## config.mk

```make
export PLATFORM = sky130hd
export DESIGN_NAME = ima_adpcm_clip_decoder_core
export DESIGN_NICKNAME = d
export VERILOG_FILES = /design/src/rtl/core/imadec_pkg.sv /design/src/rtl/core/imadec_front.sv /design/src/rtl/core/imadec_cmd_queue.sv /design/src/rtl/core/imadec_back.sv /design/src/rtl/core/ima_adpcm_clip_decoder_core.sv
export SDC_FILE = /design/constraint.sdc
export NUM_CORES = 1
export LEC_CHECK = 0
export ABC_CLOCK_PERIOD_IN_PS = 11400
export BUFFER_PORTS_ARGS = -buffer_cell sky130_fd_sc_hd__buf_2
export CAP_MARGIN = 20
export CORE_AREA = 2 2 150 152
export DETAILED_ROUTE_END_ITERATION = 8
export DIE_AREA = 0 0 152 154
export PLACE_DENSITY_LB_ADDON = 0.1
export SLEW_MARGIN = 10
export SYNTH_ARGS = -nofsm -noshare
export SYNTH_HDL_FRONTEND = slang
export SYNTH_SLANG_ARGS = --single-unit
```

## constraint.sdc

```tcl
create_clock -name clock -period 11.4 [get_ports clock]
set_input_delay 0 -clock clock [delete_from_list [all_inputs] [get_ports clock]]
set_output_delay 0 -clock clock [all_outputs]
set_load 0.02 [all_outputs]
```

## src/rtl/core/imadec_pkg.sv

```systemverilog
// Shared types, constants and the nibble decode function for the IMA ADPCM clip decoder.
// Depends on nothing; every other file of the core imports it.
`default_nettype none

package imadec_pkg;

   localparam logic [3:0] HEADER_LEN = 4'd8;
   localparam logic [6:0] STEP_MAX   = 7'd88;

   typedef struct packed {
      logic [7:0] clip_byte;
      logic       clip_start;
   } req_type;

   typedef struct packed {
      logic signed [15:0] pcm_sample;
      logic               last_of_byte;
      logic               clip_done;
   } rsp_type;

   typedef enum logic [2:0] {
      CMD_PRED_LO,
      CMD_PRED_HI,
      CMD_STEP,
      CMD_DECODE1,
      CMD_DECODE2
   } cmd_op_type;

   typedef struct packed {
      cmd_op_type op;
      logic [7:0] data;
      logic       done;
   } cmd_type;

   typedef struct packed {
      logic signed [15:0] pred;
      logic [6:0]         idx;
   } decode_result_type;

   localparam logic [15:0] STEP_TABLE [0:88] = '{
      16'd7, 16'd8, 16'd9, 16'd10, 16'd11, 16'd12, 16'd13, 16'd14,
      16'd16, 16'd17, 16'd19, 16'd21, 16'd23, 16'd25, 16'd28, 16'd31,
      16'd34, 16'd37, 16'd41, 16'd45, 16'd50, 16'd55, 16'd60, 16'd66,
      16'd73, 16'd80, 16'd88, 16'd97, 16'd107, 16'd118, 16'd130, 16'd143,
      16'd157, 16'd173, 16'd190, 16'd209, 16'd230, 16'd253, 16'd279, 16'd307,
      16'd337, 16'd371, 16'd408, 16'd449, 16'd494, 16'd544, 16'd598, 16'd658,
      16'd724, 16'd796, 16'd876, 16'd963, 16'd1060, 16'd1166, 16'd1282, 16'd1411,
      16'd1552, 16'd1707, 16'd1878, 16'd2066, 16'd2272, 16'd2499, 16'd2749, 16'd3024,
      16'd3327, 16'd3660, 16'd4026, 16'd4428, 16'd4871, 16'd5358, 16'd5894, 16'd6484,
      16'd7132, 16'd7845, 16'd8630, 16'd9493, 16'd10442, 16'd11487, 16'd12635, 16'd13899,
      16'd15289, 16'd16818, 16'd18500, 16'd20350, 16'd22385, 16'd24623, 16'd27086, 16'd29794,
      16'd32767
   };

   // One IMA ADPCM code applied to a predictor and step index.
   function automatic decode_result_type decode_nibble(input logic signed [15:0] pred,
                                                       input logic [6:0] idx,
                                                       input logic [3:0] code);
      logic [6:0]         sp;
      logic [15:0]        step;
      logic [16:0]        delta;
      logic signed [17:0] value;
      logic signed [7:0]  adj;
      logic signed [7:0]  nidx;
      decode_result_type  res;
      sp    = (idx > STEP_MAX) ? STEP_MAX : idx;
      step  = STEP_TABLE[sp];
      delta = {4'b0000, step[15:3]};
      if (code[2]) delta = delta + {1'b0, step};
      if (code[1]) delta = delta + {2'b00, step[15:1]};
      if (code[0]) delta = delta + {3'b000, step[15:2]};
      if (code[3]) begin
         value = $signed({{2{pred[15]}}, pred}) - $signed({1'b0, delta});
      end else begin
         value = $signed({{2{pred[15]}}, pred}) + $signed({1'b0, delta});
      end
      if (value > 18'sd32767) begin
         res.pred = 16'sh7FFF;
      end else if (value < -18'sd32768) begin
         res.pred = 16'sh8000;
      end else begin
         res.pred = value[15:0];
      end
      adj  = code[2] ? ($signed({5'b00000, code[1:0], 1'b0}) + 8'sd2) : -8'sd1;
      nidx = $signed({1'b0, sp}) + adj;
      if (nidx < 8'sd0) begin
         res.idx = 7'd0;
      end else if (nidx > $signed({1'b0, STEP_MAX})) begin
         res.idx = STEP_MAX;
      end else begin
         res.idx = nidx[6:0];
      end
      return res;
   endfunction

endpackage

`default_nettype wire

```

## src/rtl/core/imadec_front.sv

```systemverilog
// Front end: parses clip headers, tracks the remaining sample count and
// turns the predictor, step and data bytes it accepts into commands for the decode back end. Uses imadec_pkg.
`default_nettype none

module imadec_front import imadec_pkg::*; (
   input  wire logic    clock,
   input  wire logic    reset,
   input  wire logic    push,
   output logic         full,
   input  wire req_type req_data,
   output logic         cmd_push,
   output cmd_type      cmd_data,
   input  wire logic    cmd_full
);

   logic [3:0]  header_pos_ff, header_pos_in;
   logic [31:0] samples_left_ff, samples_left_in;
   logic [3:0]  pos;
   logic        accept;

   assign full   = cmd_full;
   assign accept = push && !cmd_full;
   assign pos    = req_data.clip_start ? 4'd0 : header_pos_ff;

   always_comb begin
      header_pos_in   = header_pos_ff;
      samples_left_in = samples_left_ff;
      cmd_push        = 1'b0;
      cmd_data.op     = CMD_DECODE2;
      cmd_data.data   = req_data.clip_byte;
      cmd_data.done   = 1'b0;
      if (accept) begin
         if (pos < HEADER_LEN) begin
            header_pos_in = pos + 4'd1;
            case (pos)
               4'd0: samples_left_in = {24'h000000, req_data.clip_byte};
               4'd1: samples_left_in[15:8]  = req_data.clip_byte;
               4'd2: samples_left_in[23:16] = req_data.clip_byte;
               4'd3: samples_left_in[31:24] = req_data.clip_byte;
               4'd4: begin
                  cmd_push    = 1'b1;
                  cmd_data.op = CMD_PRED_LO;
               end
               4'd5: begin
                  cmd_push    = 1'b1;
                  cmd_data.op = CMD_PRED_HI;
               end
               4'd6: begin
                  cmd_push    = 1'b1;
                  cmd_data.op = CMD_STEP;
                  if (req_data.clip_byte > {1'b0, STEP_MAX}) begin
                     cmd_data.data = {1'b0, STEP_MAX};
                  end
               end
               default: ;
            endcase
         end else if (samples_left_ff != 32'd0) begin
            cmd_push = 1'b1;
            if (samples_left_ff == 32'd1) begin
               // A lone remaining sample uses the high nibble only.
               cmd_data.op     = CMD_DECODE1;
               cmd_data.done   = 1'b1;
               samples_left_in = 32'd0;
            end else begin
               cmd_data.op     = CMD_DECODE2;
               cmd_data.done   = (samples_left_ff == 32'd2);
               samples_left_in = samples_left_ff - 32'd2;
            end
         end
      end
   end

   always_ff @(posedge clock) begin
      if (reset) begin
         header_pos_ff   <= HEADER_LEN;
         samples_left_ff <= 32'd0;
      end else begin
         header_pos_ff   <= header_pos_in;
         samples_left_ff <= samples_left_in;
      end
   end

endmodule

`default_nettype wire

```

## src/rtl/core/imadec_cmd_queue.sv

```systemverilog
// Two-entry command queue between the front end and the decode back end.
// Uses cmd_type from imadec_pkg.
`default_nettype none

module imadec_cmd_queue import imadec_pkg::*; (
   input  wire logic    clock,
   input  wire logic    reset,
   input  wire logic    wr_push,
   input  wire cmd_type wr_data,
   output logic         wr_full,
   input  wire logic    rd_pop,
   output cmd_type      rd_data,
   output logic         rd_empty
);

   cmd_type    entry_ff [0:1];
   logic       wr_ptr_ff, wr_ptr_in;
   logic       rd_ptr_ff, rd_ptr_in;
   logic [1:0] count_ff, count_in;
   logic       do_push, do_pop;

   assign wr_full  = (count_ff == 2'd2);
   assign rd_empty = (count_ff == 2'd0);
   assign rd_data  = entry_ff[rd_ptr_ff];
   assign do_push  = wr_push && !wr_full;
   assign do_pop   = rd_pop && !rd_empty;

   always_comb begin
      wr_ptr_in = do_push ? !wr_ptr_ff : wr_ptr_ff;
      rd_ptr_in = do_pop ? !rd_ptr_ff : rd_ptr_ff;
      count_in  = count_ff + {1'b0, do_push} - {1'b0, do_pop};
   end

   always_ff @(posedge clock) begin
      if (reset) begin
         wr_ptr_ff <= 1'b0;
         rd_ptr_ff <= 1'b0;
         count_ff  <= 2'd0;
      end else begin
         wr_ptr_ff <= wr_ptr_in;
         rd_ptr_ff <= rd_ptr_in;
         count_ff  <= count_in;
      end
   end

   always_ff @(posedge clock) begin
      if (do_push) begin
         entry_ff[wr_ptr_ff] <= wr_data;
      end
   end

endmodule

`default_nettype wire

```

## src/rtl/core/imadec_back.sv

```systemverilog
// Decode back end: executes queued commands, keeps predictor and step index,
// decodes one nibble per cycle, while the result queue has room, into a two-entry result queue. Uses imadec_pkg.
`default_nettype none

module imadec_back import imadec_pkg::*; (
   input  wire logic    clock,
   input  wire logic    reset,
   input  wire cmd_type cmd_data,
   input  wire logic    cmd_empty,
   output logic         cmd_pop,
   output logic         empty,
   input  wire logic    pop,
   output rsp_type      rsp_data
);

   logic signed [15:0] pred_ff, pred_in;
   logic [6:0]         step_ff, step_in;
   logic               phase_ff, phase_in;
   rsp_type            out_q_ff [0:1];
   logic               out_wr_ff, out_wr_in;
   logic               out_rd_ff, out_rd_in;
   logic [1:0]         out_count_ff, out_count_in;
   logic               out_full, out_push, out_pop;
   rsp_type            out_entry;
   logic [3:0]         code;
   decode_result_type  dec;

   assign out_full = (out_count_ff == 2'd2);
   assign out_pop  = pop && !empty;
   assign empty    = (out_count_ff == 2'd0);
   assign rsp_data = out_q_ff[out_rd_ff];
   assign code     = phase_ff ? cmd_data.data[3:0] : cmd_data.data[7:4];
   assign dec      = decode_nibble(pred_ff, step_ff, code);

   always_comb begin
      pred_in                = pred_ff;
      step_in                = step_ff;
      phase_in               = phase_ff;
      cmd_pop                = 1'b0;
      out_push               = 1'b0;
      out_entry.pcm_sample   = dec.pred;
      out_entry.last_of_byte = 1'b0;
      out_entry.clip_done    = 1'b0;
      if (!cmd_empty) begin
         case (cmd_data.op)
            CMD_PRED_LO: begin
               pred_in = $signed({8'h00, cmd_data.data});
               cmd_pop = 1'b1;
            end
            CMD_PRED_HI: begin
               pred_in = $signed({cmd_data.data, pred_ff[7:0]});
               cmd_pop = 1'b1;
            end
            CMD_STEP: begin
               step_in = cmd_data.data[6:0];
               cmd_pop = 1'b1;
            end
            CMD_DECODE1: begin
               if (!out_full) begin
                  out_push               = 1'b1;
                  out_entry.last_of_byte = 1'b1;
                  out_entry.clip_done    = 1'b1;
                  pred_in                = dec.pred;
                  step_in                = dec.idx;
                  cmd_pop                = 1'b1;
               end
            end
            CMD_DECODE2: begin
               if (!out_full) begin
                  out_push = 1'b1;
                  pred_in  = dec.pred;
                  step_in  = dec.idx;
                  if (phase_ff) begin
                     out_entry.last_of_byte = 1'b1;
                     out_entry.clip_done    = cmd_data.done;
                     cmd_pop                = 1'b1;
                     phase_in               = 1'b0;
                  end else begin
                     phase_in = 1'b1;
                  end
               end
            end
            default: cmd_pop = 1'b1;
         endcase
      end
   end

   always_comb begin
      out_wr_in    = out_push ? !out_wr_ff : out_wr_ff;
      out_rd_in    = out_pop ? !out_rd_ff : out_rd_ff;
      out_count_in = out_count_ff + {1'b0, out_push} - {1'b0, out_pop};
   end

   always_ff @(posedge clock) begin
      if (reset) begin
         pred_ff      <= 16'sd0;
         step_ff      <= 7'd0;
         phase_ff     <= 1'b0;
         out_wr_ff    <= 1'b0;
         out_rd_ff    <= 1'b0;
         out_count_ff <= 2'd0;
      end else begin
         pred_ff      <= pred_in;
         step_ff      <= step_in;
         phase_ff     <= phase_in;
         out_wr_ff    <= out_wr_in;
         out_rd_ff    <= out_rd_in;
         out_count_ff <= out_count_in;
      end
   end

   always_ff @(posedge clock) begin
      if (out_push) begin
         out_q_ff[out_wr_ff] <= out_entry;
      end
   end

   // The step index must stay inside the step table.
   assert property (@(posedge clock) disable iff (reset) step_ff <= STEP_MAX)
      else $error("step index beyond table");

   // The result queue never holds more than two entries.
   assert property (@(posedge clock) disable iff (reset) out_count_ff <= 2'd2)
      else $error("result queue overflow");

   // The second nibble phase only exists while its two-sample command is at the head.
   assert property (@(posedge clock) disable iff (reset)
                    phase_ff |-> (!cmd_empty && cmd_data.op == CMD_DECODE2))
      else $error("second nibble phase without a two-sample command");

   // Finishing a two-sample command always emits the last sample of its byte.
   assert property (@(posedge clock) disable iff (reset)
                    (phase_ff && cmd_pop) |-> (out_push && out_entry.last_of_byte))
      else $error("two-sample command retired without its final sample");

endmodule

`default_nettype wire

```

## src/rtl/core/ima_adpcm_clip_decoder_core.sv

```systemverilog
// Path: a data byte accepted by the front end is written into the command queue; the back end
// decodes its first sample into the result queue, where it can be popped; the second follows.
// Throughput: one byte per cycle on the request side while the command queue has room;
// data bytes go slower, set by the back end's one-nibble-per-cycle decoder.
// Reset (synchronous, active high) empties both queues, marks the header complete and
// clears count, predictor and step index, so bytes before the first clip_start give nothing.
`default_nettype none

module ima_adpcm_clip_decoder_core import imadec_pkg::*; (
   input  wire logic    clock,
   input  wire logic    reset,
   input  wire logic    push,
   output logic         full,
   input  wire req_type req_data,
   output logic         empty,
   input  wire logic    pop,
   output rsp_type      rsp_data
);

   logic    cmd_push, cmd_full, cmd_pop, cmd_empty;
   cmd_type cmd_wr_data, cmd_rd_data;

   imadec_front u_front (
      .clock    (clock),
      .reset    (reset),
      .push     (push),
      .full     (full),
      .req_data (req_data),
      .cmd_push (cmd_push),
      .cmd_data (cmd_wr_data),
      .cmd_full (cmd_full)
   );

   imadec_cmd_queue u_cmd_queue (
      .clock    (clock),
      .reset    (reset),
      .wr_push  (cmd_push),
      .wr_data  (cmd_wr_data),
      .wr_full  (cmd_full),
      .rd_pop   (cmd_pop),
      .rd_data  (cmd_rd_data),
      .rd_empty (cmd_empty)
   );

   imadec_back u_back (
      .clock     (clock),
      .reset     (reset),
      .cmd_data  (cmd_rd_data),
      .cmd_empty (cmd_empty),
      .cmd_pop   (cmd_pop),
      .empty     (empty),
      .pop       (pop),
      .rsp_data  (rsp_data)
   );

endmodule

`default_nettype wire
```

**Word-level counts from Yosys, hierarchy flattened**

Memories as Yosys holds them, arrays and structs flattened. A register that Yosys moved wholly into a read port is not among the register bits.
Cells that the tools add are included.

- Memories: 3
- Output and inout port bits: 20
- ROM bits: 2048
- RAM bits: 60
- Input port bits: 13
- Word-level logic and storage cells: 154
- Bits in registers: 68

Memories:

| name | depth | width | read ports | clocked after memory_dff | wr ports | line | source |
|---|---|---|---|---|---|---|---|
| (name not given) | 128 | 16 | 1 | 0 | 0 | imadec_pkg.sv:67 | `step = STEP_TABLE[sp];` |
| u_back.out_q_ff | 2 | 18 | 1 | 1 | 1 | imadec_back.sv:19 | `rsp_type out_q_ff [0:1];` |
| u_cmd_queue.entry_ff | 2 | 12 | 1 | 1 | 1 | imadec_cmd_queue.sv:16 | `cmd_type entry_ff [0:1];` |

- Reduce and logical (&&, ||, !) cells: 31
- Magnitude comparators: 8
- Bitwise gates (word level): 4
- Eq/ne operators: 19
- Multiplexer cells: 61
- Add/subtract/negate cells: 13

Operator list:

| operator | number |
|---|---|
| 32-bit two-way mux | 3 |
| 16-bit two-way mux | 5 |
| 17-bit two-way mux | 3 |
| 16-bit case mux with 3 select lines | 1 |
| 8-bit case mux with 2 select lines | 3 |
| 8-bit two-way mux | 5 |
| 32-bit by 1-bit equality test with 1-bit output, second input constant | 1 |
| 32-bit by 2-bit equality test with 1-bit output, second input constant | 1 |
| 32-bit nonzero test | 1 |
| 32-bit by 2-bit subtractor with 32-bit output, second input constant | 1 |
| 7-bit two-way mux | 4 |
| 1-bit two-way mux | 22 |
| 3-bit AND reduction | 7 |
| 16-bit by 18-bit adder with 18-bit output | 1 |
| 18-bit by 16-bit > comparator with 1-bit output, second input constant | 1 |
| 18-bit by 16-bit < comparator with 1-bit output, second input constant | 1 |
| 18-bit two-way mux | 1 |
| 16-bit by 18-bit subtractor with 18-bit output | 1 |
| 13-bit by 16-bit adder with 17-bit output | 1 |
| 17-bit by 14-bit adder with 17-bit output | 1 |
| 17-bit by 15-bit adder with 17-bit output | 1 |
| 7-bit case mux with 2 select lines | 1 |
| 4-bit by 3-bit equality test with 1-bit output, second input constant | 3 |
| 12-bit two-way mux | 1 |
| other kinds (38) | 66 |

**Depth between registers and ports, before layout**

- Depth in word-level cells: 19
- Gate-level depth with buffers: 53
- Gate-level depth less buffers: 49

**Modules after synthesis**

From an unflattened synthesis, not the netlist that was laid out.

- Cell total of the unflattened synthesis: 1607
- Area, all modules: 12943.7 µm²

Modules (own cells, without submodules):

| module | cells an instance | area an instance (µm²) | times used |
|---|---|---|---|
| imadec_back | 1166 | 8956.1 | 1 |
| imadec_front | 377 | 2891.5 | 1 |
| imadec_cmd_queue | 64 | 1096.1 | 1 |

**Least setup slack after synthesis**

No wires, ideal clock.

- Path type: reg-to-reg
- From: register u_back.step_ff[6]
- To: memory u_back.out_q_ff[0][10] in the netlist's numbering, data pin
- Required time: 11.129 ns
- Path slack: 0.403 ns
- Setup time: 0.271 ns
- Stages on the path, launching flop included: 52
- Arrival time: 10.726 ns
- Buffers on the path: 5
- Cells stage by stage: dfxtp_1 -> buf_2 -> buf_2 -> buf_1 -> clkbuf_1 -> nand2_1 -> nand2_1 -> ha_1 -> inv_1 -> ha_1 -> nor2b_1 -> a311oi_1 -> o41ai_1 -> o311ai_1 -> o21ai_0 -> ha_1 -> fa_1 -> a211oi_1 -> (+16 left out) -> xnor2_1 -> mux2i_1 -> nor4_1 -> nor2b_1 -> a22o_1 -> a21oi_1 -> xor2_1 -> ha_1 -> nand4_1 -> nor3_1 -> o32a_1 -> nor3b_1 -> nor4_1 -> nand3_1 -> or2_2 -> nand3_1 -> clkbuf_1 -> o21ai_1

RTL lines:

| what | line | source |
|---|---|---|
| start: declaration | imadec_back.sv:17 | `logic [6:0] step_ff, step_in;` |
| start signal: assignment | imadec_back.sv:104 | `step_ff <= step_in;` |
| end: declaration | imadec_back.sv:19 |  |

**Worst setup path after layout**

- From: register u_back.step_ff[4]
- To: register u_back.pred_ff[10]

- Longest elaborated chain between the ends: 19
- Elaborated cells between the ends (all ways): 21
- Classes of those cells: add/sub (5); order compare (3); mux (11); bitwise (1); memory (1)

RTL lines:

| what | line | source |
|---|---|---|
| 7-bit > comparator | imadec_pkg.sv:66 | `sp = (idx > STEP_MAX) ? STEP_MAX : idx;` |
| 7-bit two-way mux (*) | imadec_pkg.sv:66 |  |
| 7-bit NOT with 8-bit output (not written as such) (*) | imadec_pkg.sv:67 |  |
| memory 128 x 16 bit (*) | - |  |
| 16-bit two-way mux (not written as such) (*) (2 in a row) | imadec_pkg.sv:67 |  |
| 13-bit by 16-bit adder with 17-bit output | imadec_pkg.sv:69 | `if (code[2]) delta = delta + {1'b0, step};` |
| 17-bit two-way mux | imadec_pkg.sv:69 |  |
| 17-bit by 15-bit adder with 17-bit output | imadec_pkg.sv:70 | `if (code[1]) delta = delta + {2'b00, step[15:1]};` |
| (+2 left out) | - |  |
| 17-bit two-way mux (*) | imadec_pkg.sv:71 | `if (code[0]) delta = delta + {3'b000, step[15:2]};` |
| 16-bit by 18-bit adder with 18-bit output or 16-bit by 18-bit subtractor with 18-bit output (tied branches) | imadec_pkg.sv:75, imadec_pkg.sv:73 |  |
| 18-bit two-way mux (*) | imadec_pkg.sv:72 | `if (code[3]) begin` |
| 18-bit by 16-bit < comparator with 1-bit output | imadec_pkg.sv:79 | `end else if (value < -18'sd32768) begin` |
| 16-bit two-way mux | imadec_pkg.sv:79 |  |
| 16-bit two-way mux (*) | imadec_pkg.sv:77 | `if (value > 18'sd32767) begin` |
| 16-bit two-way mux (*) | imadec_back.sv:59, imadec_back.sv:69 |  |
| 16-bit case mux with 3 select lines (*) | imadec_back.sv:45 | `case (cmd_data.op)` |
| end signal: assignment | imadec_back.sv:103 | `pred_ff <= pred_in;` |
| end: declaration | imadec_back.sv:16 | `logic signed [15:0] pred_ff, pred_in;` |

Mark *: on every way between the ends. The rest lies on a longest branch, timed or not. The select of a mux whose other input is x is not followed.
A chain may end at the register's enable or synchronous reset.

==> metrics.txt <==
Synth Register Bits 130; Syn Std Cell Area 12,600 sq um; Hold Crit Start req_data[5]; antenna cells 0; Core Area 21,700 sq um; slowest stage delay, CP 0.50 ns; MaxCap Viol Count 0; Post-synth top flop dfxtp_1; root buf cell clkbuf_16; initial core utilization 58.2%; worst skew pair latency 0.42 ns; min cycle time layout 10.77 ns; Rel. slew slack 31.8%; CTS buffer count 17; Hold Crit Class input port to flip-flop; Die ar. 23,400 sq um; met2 Usage GRT 49.2%; Worst Hold Depth 2; Total GRT Usage 30.8%; Max Fclk 92.9 MHz; placed insts 1,832; Area growth syn-to-layout 10.2%; CP startpoint kind flip-flop; CP Data Arrival Time 11.10 ns; DR vias/cell 6.54; grt total ovfl 0; warning count from the yosys run 0; I/O pin cnt 33; Initial DRC Count 1,374; antenna violations before repair 1; first-pass GRT wire length 59,700 microns; commonest non-fill, non-tap cell in the layout nor2_1; Max Root-Sink Buffers 2; design area 13,900 sq um; Post-DP Area 13,000 sq um; die height 154 microns; most frequent cells in the layout 182 x nor2_1, 132 x nand2_1, 103 x a21oi_1; DRC Markers 0; CTS H-Tree Depth 4; flop2flop setup slack 0.63 ns; Hold Path End u_cmd_queue.entry_ff[1][5]$_DFFE_PP_; worst r2r src u_back.step_ff[4]$_SDFFE_PP0P_; sequential-to-total area share from yosys stat 25.4%; Reg2Reg Depth 47; count of unique library cells instantiated by Yosys 99; GPL Wtd Cong 0.961; Port Buffers 32; Cell Count, Final, Fillers Out 1,878; share of layout cells above drive strength 1 13.1%; Synth Area per Inst 8.01 sq um; status finished clean; post-synthesis net count 1,682; vias after detailed routing 12,300; Post-Syn Instances 1,575; EDFF count, synth 60; final clock skew 0.0131 ns; final wirelength 37,100 microns; final setup vio count 0; Hold Vio Cnt, Final 0; Period Utilization, post-route 94.5%; detailed-placement wirelength estimate 26,400 microns; CP Class flip-flop to flip-flop; critical path data required time 11.73 ns; Slowest cell on crit path mux4_2; Worst Max-Slew Pin Slew 1.02 ns; R2R Path End u_back.pred_ff[10]$_SDFFE_PP0P_; grt met1 use 42.8%; remaining antenna violation count after routing 0; drt pass-1 iters 8; wire length per cell 19.7 microns; # rows 54; CP Max Fanout 13; final slew viol count 0; largest net degree at the start of global routing 72; clk slew on worst S/H paths 0.06 ns; Die Width 152 microns; GRT busiest layer met2; met3 GRT Util 5.44%; asr flop ratio synth 0%; vias in the first global route 11,300; Crit. End Element flip-flop; CTS tree built; # fillers 1,901; final layout net count 1,692; clock sink count 130
[flip-flops by register name (all words and copies together), names as in the netlist, named ones only]
signal	cells
u_back.out_rd_ff	1
u_back.out_q_ff	36
u_cmd_queue.wr_ptr_ff	1
u_back.out_count_ff	2
u_back.pred_ff	16
u_cmd_queue.rd_ptr_ff	1
u_front.samples_left_ff	32
u_back.out_wr_ff	1
u_cmd_queue.count_ff	2
u_back.phase_ff	1
u_cmd_queue.entry_ff	24
u_front.header_pos_ff	4
u_back.step_ff	7
[worst max-delay path, delay by kind of cell, from the launching register on]
family / cells / cell delay [ns]
adders and majority gates: 5 / 1.53
buffers and inverters: 3 / 0.51
xor gates and xnor gates: 4 / 0.74
AOI/OAI and AO/OA: 18 / 3.81
muxes: 3 / 0.86
and+or+nand+nor: 14 / 2.89
DFF: 1 / 0.35
[worst max-delay path by stage]
stage / end / slack (ns) / cells after the start / startpoint
final: u_back.pred_ff[10]$_SDFFE_PP0P_ / 0.63 / 47 / u_back.step_ff[4]$_SDFFE_PP0P_
after global routing: u_back.pred_ff[3]$_SDFFE_PP0P_ / -0.05 / 48 / u_back.step_ff[4]$_SDFFE_PP0P_
after CTS: u_back.pred_ff[3]$_SDFFE_PP0P_ / 0.01 / 48 / u_back.step_ff[4]$_SDFFE_PP0P_
after detailed placement: u_back.out_q_ff[0][7]$_DFFE_PP_ / -0.18 / 44 / u_back.step_ff[4]$_SDFFE_PP0P_
after global placement: u_back.pred_ff[12]$_SDFFE_PP0P_ / 0.12 / 45 / u_back.step_ff[4]$_SDFFE_PP0P_
after floorplan: u_back.out_q_ff[0][10]$_DFFE_PP_ / 0.40 / 51 / u_back.step_ff[6]$_SDFFE_PP0P_
[stage by stage]
stage,setup slack [ns],hold WS (ns),util (%),setup TNS [ns]
3_5_place_dp,-0.178,0.352,59.9,-5.27
4_1_cts,0.0123,0.00251,63.1,0
2_1_floorplan,0.403,0.152,-,0
6_report,0.631,0.0171,64.1,0
3_3_place_gp,0.121,0.347,59.9,0
5_1_grt,-0.0504,0.0206,64.1,-0.201
[area by class of cell]
cell class,count,area [sq um],area share (%)
Timing Repair Buffer,74,490,3.53
Clock buffer,19,453,3.26
Sequential cell,130,3200,23.0
Tap cell,280,350,2.52
Inverter,62,236,1.70
Clock inverter,13,175,1.26
Multi-Input combinational cell,1300,9000,64.7
[routing by layer]
metal | up-vias | routed length [microns]
met3 | 101 | 2650
met1 | 5757 | 16800
met2 | 508 | 16600
met4 | 2 | 1020
li1 | 5916 | -
met5 | - | 13
[synth_stat cells (all sizes together) (9+ instances only)]
master,instances,area [sq um]
o31ai,22,165
nor3,44,220
nor2,183,687
a21oi,105,533
o21a,17,130
o41ai,9,86.3
nor4,15,109
and2,18,113
a2bb2oi,13,120
edfxtp,60,1800
mux2,31,349
a31oi,10,62.6
nand4,10,68.8
xnor2,36,315
o21ai,119,596
dfxtp,70,1400
a211oi,41,375
or2,9,56.3
nor2b,29,181
a22oi,35,263
nand2,134,503
o21bai,10,75.1
a311oi,17,155
mux2i,12,136
inv,62,233
xor2,34,298
clkbuf,49,184
nand3,23,115
buf,34,161
nand2b,35,219
a22o,9,78.8
a21o,33,248
ha,89,1110
o211ai,24,180
[cells by family after synthesis]
kind of cell	count (synthesis)	share of synthesized area, %
flops	130	25.4
xor+xnor	71	5.04
simple gates	544	20.9
compound gates	545	30.2
fa+ha+maj	94	9.62
buf+inv	145	4.58
mux	46	4.38
[what timing repair did]
| action | CTS | global route |
|---|---|---|
| hold buffers | 2 | 0 |
| cloned | 0 | 0 |
| endpoints found under the hold margin | 2 | 0 |
| pin swaps | 1 | 6 |
| setup buffers | 1 | 9 |
| resized for setup | 4 | 33 |
| endpoints found under the setup margin | 45 | 48 |
Power is not shown: default switching activity piles up to over one toggle a cycle in this logic, so the estimate is an artifact.
